### src/rtl/core/thm_pkg.sv
// shared types, codes and reset constants of the heartbeat monitor
package thm_pkg;

	// widths
	localparam int TIME_BITS = 32;
	localparam int NTASK     = 3;
	localparam int TAG_W     = 8;
	localparam int CFG_IDX_W = 3;

	typedef logic [TIME_BITS-1:0] time_t;
	typedef logic [TAG_W-1:0]     tag_t;
	typedef logic [1:0]           task_idx_t;
	typedef logic [1:0]           func_code_t;
	typedef logic [CFG_IDX_W-1:0] cfg_idx_t;

	// event kinds
	localparam func_code_t FUNC_MARK  = 2'd0;
	localparam func_code_t FUNC_ENTER = 2'd1;
	localparam func_code_t FUNC_LEAVE = 2'd2;
	localparam func_code_t FUNC_CHECK = 2'd3;

	// task index that names no task
	localparam task_idx_t TASK_NONE = 2'd3;

	// scan positions
	localparam task_idx_t TASK_0 = 2'd0;
	localparam task_idx_t TASK_1 = 2'd1;
	localparam task_idx_t TASK_2 = 2'd2;

	// register indexes
	localparam cfg_idx_t REG_PERIOD_T0 = 3'd0;
	localparam cfg_idx_t REG_GUARD_T0  = 3'd1;
	localparam cfg_idx_t REG_PERIOD_T1 = 3'd2;
	localparam cfg_idx_t REG_GUARD_T1  = 3'd3;
	localparam cfg_idx_t REG_PERIOD_T2 = 3'd4;
	localparam cfg_idx_t REG_GUARD_T2  = 3'd5;

	// limit reset values
	localparam time_t PERIOD_RESET [NTASK] = '{32'd2000, 32'd1000, 32'd0};
	localparam time_t GUARD_RESET  [NTASK] = '{32'd2000, 32'd3000, 32'd2000};

	// controller to datapath commands
	typedef struct packed {
		logic      load;
		logic      apply;
		logic      scan;
		task_idx_t scan_idx;
	} thm_cmd_t;

	// datapath to controller status
	typedef struct packed {
		logic in_check;
	} thm_sts_t;

endpackage

### src/rtl/core/thm_ctrl.sv
// sequencing state machine of the heartbeat monitor
module thm_ctrl (
	input  logic              clk,
	input  logic              arst_n,
	input  logic              start,
	input  thm_pkg::thm_sts_t sts,
	output thm_pkg::thm_cmd_t cmd,
	output logic              busy,
	output logic              done
);
	import thm_pkg::*;

	typedef enum logic [2:0] {
		ST_IDLE,
		ST_APPLY,
		ST_SCAN0,
		ST_SCAN1,
		ST_SCAN2
	} state_t;

	state_t state_q;
	logic   done_q;

	// state and result strobe
	always_ff @(posedge clk or negedge arst_n) begin
		if (!arst_n) begin
			state_q <= ST_IDLE;
			done_q  <= 1'b0;
		end else begin
			done_q <= (state_q == ST_SCAN2);
			case (state_q)
				ST_IDLE: begin
					if (start) begin
						state_q <= sts.in_check ? ST_SCAN0 : ST_APPLY;
					end
				end
				ST_APPLY: state_q <= ST_IDLE;
				ST_SCAN0: state_q <= ST_SCAN1;
				ST_SCAN1: state_q <= ST_SCAN2;
				ST_SCAN2: state_q <= ST_IDLE;
				default:  state_q <= ST_IDLE;
			endcase
		end
	end

	// command decode
	always_comb begin
		cmd          = '0;
		cmd.load     = start && (state_q == ST_IDLE);
		cmd.apply    = (state_q == ST_APPLY);
		cmd.scan_idx = TASK_0;
		case (state_q)
			ST_SCAN0: begin
				cmd.scan     = 1'b1;
				cmd.scan_idx = TASK_0;
			end
			ST_SCAN1: begin
				cmd.scan     = 1'b1;
				cmd.scan_idx = TASK_1;
			end
			ST_SCAN2: begin
				cmd.scan     = 1'b1;
				cmd.scan_idx = TASK_2;
			end
			default: begin
				cmd.scan = 1'b0;
			end
		endcase
	end

	assign busy = (state_q != ST_IDLE);
	assign done = done_q;

endmodule

### src/rtl/core/thm_dp.sv
// task state, limit registers, age evaluation and stall verdict
module thm_dp (
	input  logic                  clk,
	input  logic                  arst_n,
	input  thm_pkg::thm_cmd_t     cmd,
	output thm_pkg::thm_sts_t     sts,
	input  logic                  cfg_we,
	input  thm_pkg::cfg_idx_t     cfg_index,
	input  thm_pkg::time_t        cfg_data,
	input  thm_pkg::func_code_t   func,
	input  thm_pkg::task_idx_t    task_req,
	input  thm_pkg::time_t        now_ms,
	input  thm_pkg::tag_t         op_tag,
	output logic                  feed,
	output logic                  stalled,
	output thm_pkg::task_idx_t    stall_task,
	output thm_pkg::time_t        stall_age_ms,
	output logic                  stall_busy,
	output thm_pkg::tag_t         stall_op_tag
);
	import thm_pkg::*;

	// captured event
	func_code_t func_q;
	task_idx_t  task_q;
	time_t      now_q;
	tag_t       tag_q;

	// limits
	time_t period_q [NTASK];
	time_t guard_q  [NTASK];

	// per task state
	time_t alive_q    [NTASK];
	time_t op_start_q [NTASK];
	logic  busy_q     [NTASK];
	tag_t  cur_tag_q  [NTASK];
	logic  started_q  [NTASK];

	// verdict
	logic      vd_latched_q;
	task_idx_t vd_task_q;
	time_t     vd_age_q;
	logic      vd_busy_q;
	tag_t      vd_tag_q;

	// age evaluation of the scanned task
	logic  sc_busy;
	time_t sc_diff;
	time_t sc_limit;
	logic  sc_stale;

	assign sts.in_check = (func == FUNC_CHECK);

	// input capture on transfer
	always_ff @(posedge clk) begin
		if (cmd.load) begin
			func_q <= func;
			task_q <= task_req;
			now_q  <= now_ms;
			tag_q  <= op_tag;
		end
	end

	// limit registers
	always_ff @(posedge clk or negedge arst_n) begin
		if (!arst_n) begin
			for (int i = 0; i < NTASK; i++) begin
				period_q[i] <= PERIOD_RESET[i];
				guard_q[i]  <= GUARD_RESET[i];
			end
		end else if (cfg_we) begin
			case (cfg_index)
				REG_PERIOD_T0: period_q[0] <= cfg_data;
				REG_GUARD_T0:  guard_q[0]  <= cfg_data;
				REG_PERIOD_T1: period_q[1] <= cfg_data;
				REG_GUARD_T1:  guard_q[1]  <= cfg_data;
				REG_PERIOD_T2: period_q[2] <= cfg_data;
				REG_GUARD_T2:  guard_q[2]  <= cfg_data;
				default: ;
			endcase
		end
	end

	// event update of the named task; task none changes nothing
	always_ff @(posedge clk or negedge arst_n) begin
		if (!arst_n) begin
			for (int i = 0; i < NTASK; i++) begin
				alive_q[i]    <= '0;
				op_start_q[i] <= '0;
				busy_q[i]     <= 1'b0;
				cur_tag_q[i]  <= '0;
				started_q[i]  <= 1'b0;
			end
		end else if (cmd.apply && (task_q != TASK_NONE)) begin
			case (func_q)
				FUNC_MARK: begin
					alive_q[task_q]   <= now_q;
					started_q[task_q] <= 1'b1;
				end
				FUNC_ENTER: begin
					op_start_q[task_q] <= now_q;
					cur_tag_q[task_q]  <= tag_q;
					busy_q[task_q]     <= 1'b1;
					started_q[task_q]  <= 1'b1;
				end
				FUNC_LEAVE: begin
					busy_q[task_q]  <= 1'b0;
					alive_q[task_q] <= now_q;
				end
				default: ;
			endcase
		end
	end

	// wrapping age against the active limit; zero age stays fresh
	always_comb begin
		sc_busy  = busy_q[cmd.scan_idx];
		sc_diff  = sc_busy ? (now_q - op_start_q[cmd.scan_idx])
		                   : (now_q - alive_q[cmd.scan_idx]);
		sc_limit = sc_busy ? guard_q[cmd.scan_idx] : period_q[cmd.scan_idx];
		sc_stale = started_q[cmd.scan_idx]
		           && (sc_busy || (period_q[cmd.scan_idx] != '0))
		           && (sc_diff >= sc_limit)
		           && (sc_diff != '0);
	end

	// first stale task latches the verdict
	always_ff @(posedge clk or negedge arst_n) begin
		if (!arst_n) begin
			vd_latched_q <= 1'b0;
			vd_task_q    <= TASK_NONE;
			vd_age_q     <= '0;
			vd_busy_q    <= 1'b0;
			vd_tag_q     <= '0;
		end else if (cmd.scan && !vd_latched_q && sc_stale) begin
			vd_latched_q <= 1'b1;
			vd_task_q    <= cmd.scan_idx;
			vd_age_q     <= sc_diff;
			vd_busy_q    <= sc_busy;
			vd_tag_q     <= sc_busy ? cur_tag_q[cmd.scan_idx] : '0;
		end
	end

	assign feed         = !vd_latched_q;
	assign stalled      = vd_latched_q;
	assign stall_task   = vd_task_q;
	assign stall_age_ms = vd_age_q;
	assign stall_busy   = vd_busy_q;
	assign stall_op_tag = vd_tag_q;

endmodule

### src/rtl/core/task_heartbeat_monitor_core.sv
// top level of the three-task heartbeat monitor
//
// Command channel: an event (func, task_req, now_ms, op_tag) transfers at a
// rising edge with start high and busy low. Mark, enter and leave update the
// named task in the cycle after the transfer and give no result; task 3 is
// ignored. A check scans tasks 0, 1 and 2, one per cycle through a single
// subtract and compare unit, and the result appears for exactly one cycle
// with done high, registered from the scan of task 2. busy is low again in
// that result cycle, so the next event can transfer while a result is shown;
// no new event is taken while busy is high.
// The receiver cannot stall: a result is taken in the cycle done is high.
// The result ports hold the verdict registers; feed falls and stays low once
// a stale task has been found, until reset.
// Configuration: cfg_valid/cfg_ready write limit register cfg_index with
// cfg_data; cfg_ready is always high and indexes above 5 are dropped. Write
// only while busy is low and no result is pending.
// Reset (arst_n low) clears all task state and the verdict and loads the
// default limits; no clearing pass is needed.
module task_heartbeat_monitor_core (
	input  logic                clk,
	input  logic                arst_n,
	input  logic                start,
	output logic                busy,
	input  thm_pkg::func_code_t func,
	input  thm_pkg::task_idx_t  task_req,
	input  thm_pkg::time_t      now_ms,
	input  thm_pkg::tag_t       op_tag,
	output logic                done,
	output logic                feed,
	output logic                stalled,
	output thm_pkg::task_idx_t  stall_task,
	output thm_pkg::time_t      stall_age_ms,
	output logic                stall_busy,
	output thm_pkg::tag_t       stall_op_tag,
	input  logic                cfg_valid,
	output logic                cfg_ready,
	input  thm_pkg::cfg_idx_t   cfg_index,
	input  thm_pkg::time_t      cfg_data
);
	import thm_pkg::*;

	thm_cmd_t cmd;
	thm_sts_t sts;
	logic     start_ok;

	assign cfg_ready = 1'b1;
	assign start_ok  = start && !busy;

	// controller
	thm_ctrl u_ctrl (
		.clk    (clk),
		.arst_n (arst_n),
		.start  (start),
		.sts    (sts),
		.cmd    (cmd),
		.busy   (busy),
		.done   (done)
	);

	// datapath
	thm_dp u_dp (
		.clk          (clk),
		.arst_n       (arst_n),
		.cmd          (cmd),
		.sts          (sts),
		.cfg_we       (cfg_valid && cfg_ready),
		.cfg_index    (cfg_index),
		.cfg_data     (cfg_data),
		.func         (func),
		.task_req     (task_req),
		.now_ms       (now_ms),
		.op_tag       (op_tag),
		.feed         (feed),
		.stalled      (stalled),
		.stall_task   (stall_task),
		.stall_age_ms (stall_age_ms),
		.stall_busy   (stall_busy),
		.stall_op_tag (stall_op_tag)
	);

	// a check transfer is followed by its result with done high
	a_check_latency: assert property (@(posedge clk) disable iff (!arst_n)
		(start_ok && (func == FUNC_CHECK)) |-> ##4 done)
		else $error("check result not delivered on time");

	// result strobe is a single cycle
	a_done_single: assert property (@(posedge clk) disable iff (!arst_n)
		done |=> !done)
		else $error("result strobe longer than one cycle");

	// verdict stays latched until reset
	a_stall_sticky: assert property (@(posedge clk) disable iff (!arst_n)
		stalled |=> stalled)
		else $error("stall verdict cleared without reset");

	// a latched verdict names a real task
	a_stall_task: assert property (@(posedge clk) disable iff (!arst_n)
		stalled |-> (stall_task != TASK_NONE))
		else $error("stall verdict without a task");

endmodule
### config.mk
export PLATFORM = sky130hd
export DESIGN_NAME = task_heartbeat_monitor_core
export DESIGN_NICKNAME = d
export VERILOG_FILES = /design/src/rtl/core/thm_pkg.sv /design/src/rtl/core/thm_ctrl.sv /design/src/rtl/core/thm_dp.sv /design/src/rtl/core/task_heartbeat_monitor_core.sv
export SDC_FILE = /design/constraint.sdc
export NUM_CORES = 1
export LEC_CHECK = 0
export ABC_AREA = 0
export BUFFER_PORTS_ARGS = -buffer_cell sky130_fd_sc_hd__buf_2
export CAP_MARGIN = 20
export CORE_UTILIZATION = 64
export DETAILED_ROUTE_END_ITERATION = 10
export PLACE_DENSITY = 0.83
export SYNTH_ARGS = -nofsm -noshare
export SYNTH_HDL_FRONTEND = slang
export SYNTH_SLANG_ARGS = --single-unit
### constraint.sdc
create_clock -name clk -period 17.5 [get_ports clk]
set_clock_uncertainty 0.1 [all_clocks]
set_input_delay 3.5 -clock clk [delete_from_list [all_inputs] [get_ports clk]]
set_output_delay 3.5 -clock clk [all_outputs]
set_load 0.01 [all_outputs]
==> reports/results.ini <==
[outcome]
run_status=finished clean

[cts]
clock_sinks=506
clock_latency_ns=0.60
clockBufferDepth=3
ctsResizeCount=0
numCtsBuffers=51
root_buffer=clkbuf_16
cts.hold.buffers_added=0
clkTransAtPathRegs_ns=0.06
cts_tree=yes
htreeDepth=2
post_cts_buffers=0

[yosys]
syn_nets=2309
avgSynthCellArea_um2=11.4
yosysTopAreaCell=dfrtp_1
syn_area_um2=24700
synth_area_leaders=dfrtp_1, mux2_2, edfxtp_1
synth_edf_count=44
synth.ff_latch_count=506
synthCells=2159
synth_warnings=0
synth-seq-area-share=0.523
synthArstFlopShare=0.913
synth_top_area_share=0.434
ys.flop_type=dfrtp_1
synth_cell_types=73

[timing]
worst_pin_slew_ns=1.16
finalSetupViolCount=0
hold_viol_final=0
slew_violations=0
setup_ws_ns=9.60
fin_crit_ns=7.90
finalCritPeriodShare=0.451
fmax_mhz=127
maxSlewHeadroom=0.230
fin_tns_setup_ns=0
rsz0062_at_grt=false

[power]
internal_power_w=0.00344
combPwrFrac=0.502
leakagePower_nw=12.3
switching_power_w=0.00252
clock_power_share=0.182
ir_drop_mv=0.131
power.density_nw_per_um2=216
pwr-share-seq=0.316
swShare=0.423

[global_routing]
grt_max_degree=195
grt_pass1_vias=18200
antenna_found_initial=2
grt_overflow=0
grtUsageTotal=0.325
grt_pass1_wl_um=98900
grt.busiest_layer=met2
use_met1=0.424
grt.met2_usage=0.534
use_met3=0.0573

[floorplan]
die_h_um=199
die_x_um=199
initial_core_util=0.653
coreArea_um2=37800
die-area_um2=39400
row_count=71
pin_count=131

[cells_and_area]
drive_gt1_frac=0.308
final_cell_mix=dfrtp_1, mux2_2, nand2_1
final_common_cell=dfrtp_1
final_area_um2=27500
syn2layout_area_growth_pct=11.3
nNetsFinal=2392

[critical_path]
cpPeakStageDelay_ns=0.65
worstPathRequired_ns=17.87
crit_type=flip-flop to flip-flop
cp_max_fo=76
critPathLaunchType=flip-flop
worstPathArrival_ns=8.27
crit_path_top_delay_cell=a211oi_1
end_kind=flip-flop

[drt]
finalWirelength_um=62900
ant_nets=0
via_count=18000
drt-initial-drc-count=1385
via_per_inst=6.44
firstDrtPassIters=5
drc_errors=0
post_drt_wl_per_cell_um=22.5

[placement]
placed_cell_area_um2=25800
dp_slack_ns=9.70
hpwl_um=39800
place.port_buffers=129
gp_congestion=0.965

[job]
max_cap_violations=0

[hold_path]
hp-class=flip-flop to flip-flop

## per-layer routing
layer  vias up  wire length (µm)
met2       627             30800
met1      9263             25800
met4         2              2280
met5         -                13
met3       125              3980
li1       7988                 -
## metrics by stage
step / std cells / power, W / utilization / hold WS (ns)
3_3_place_gp: 2698 / 0.00465 / 0.682 / 0.342
2_1_floorplan: 2159 / 0.00391 / - / 0.327
5_1_grt: 2795 / 0.00633 / 0.727 / 0.382
3_5_place_dp: 2699 / 0.00480 / 0.683 / 0.349
6_report: 2795 / 0.00595 / 0.727 / 0.360
4_1_cts: 2793 / 0.00591 / 0.726 / 0.362
## power by group through the flow
stage                     Clock [W]  Combinational, W  Sequential (W)
after global routing        0.00114           0.00326         0.00192
after floorplan                   0           0.00210         0.00181
after global placement            0           0.00280         0.00185
after detailed placement          0           0.00291         0.00188
final                       0.00108           0.00299         0.00188
after CTS                   0.00110           0.00294         0.00187
## cell usage after synthesis, drive strengths merged (10+ instances only)
library cell  number
buf               40
dfrtp            429
a211oi            13
edfxtp            44
or3               10
nand3             87
ha                66
a21oi             81
o21ai             73
nor2             103
nor3              19
mux2i             35
a31oi             69
clkbuf            88
dfstp             33
nand2            299
a21o              26
mux2             432
nand4             21
a22o              43
inv               20
## worst max-delay path: cells and delay by family, from the launching register on
kind	cells	cell delay, ns
compound gates	16	3.33
fa+ha+maj	2	0.80
buf+inv	4	1.93
flops	1	0.44
mux	1	0.39
simple gates	6	0.75
## layout make-up
type	count	area (µm²)
repair buffers	158	918
inverters	20	76.3
diodes	1	2.50
fillers	2577	10300
well taps	511	639
flip-flops and latches	506	12900
clock inverters	19	174
multi-input cells	1505	11300
clock buffers	75	1490
## worst paths after layout
check | start | to | slack (ns) | depth (start not counted)
worst min register to register | u_dp.started_q[0] | u_dp.started_q[0] | 0.36 | 1
max in group asynchronous | arst_n | u_dp.alive_q[87] | 12.80 | 2
min in group asynchronous | arst_n | u_dp.period_q[60] | 2.89 | 1
worst min-delay path | u_dp.started_q[0] | u_dp.started_q[0] | 0.36 | 1
worst max-delay path | u_ctrl.state_q[0] | u_dp.stall_age_ms[5] | 9.60 | 29
worst max register to register | u_ctrl.state_q[0] | u_dp.stall_age_ms[5] | 9.60 | 29
## sequential cells by signal, indices dropped and copies added, names as in the netlist, 2 cells and up, named ones only
register           cells
u_dp.alive_q          96
u_dp.guard_q          96
u_dp.op_start_q       96
u_dp.period_q         96
u_dp.now_q            32
u_dp.stall_age_ms     32
u_dp.cur_tag_q        24
u_dp.stall_op_tag      8
u_dp.tag_q             8
u_ctrl.state_q         3
u_dp.started_q         3
u_dp.func_q            2
u_dp.stall_task        2
u_dp.task_q            2
## kinds of logic (layout without fill, tap and decap cells)
kind of cell             count (synthesis)  after routing  synth area share
AND/OR/NAND/NOR                        596            596             0.107
flip-flops                             506            506             0.523
multiplexers                           467            467             0.211
AO/OA/AOI/OAI                          363            363            0.0975
buffers and inverters                  148            272            0.0239
adder cells (fa/ha/maj)                 67             67            0.0342
XOR/XNOR                                11             11           0.00390
other                                    1              2          0.000152
No activity file was read; power rests on OpenSTA's default activity.
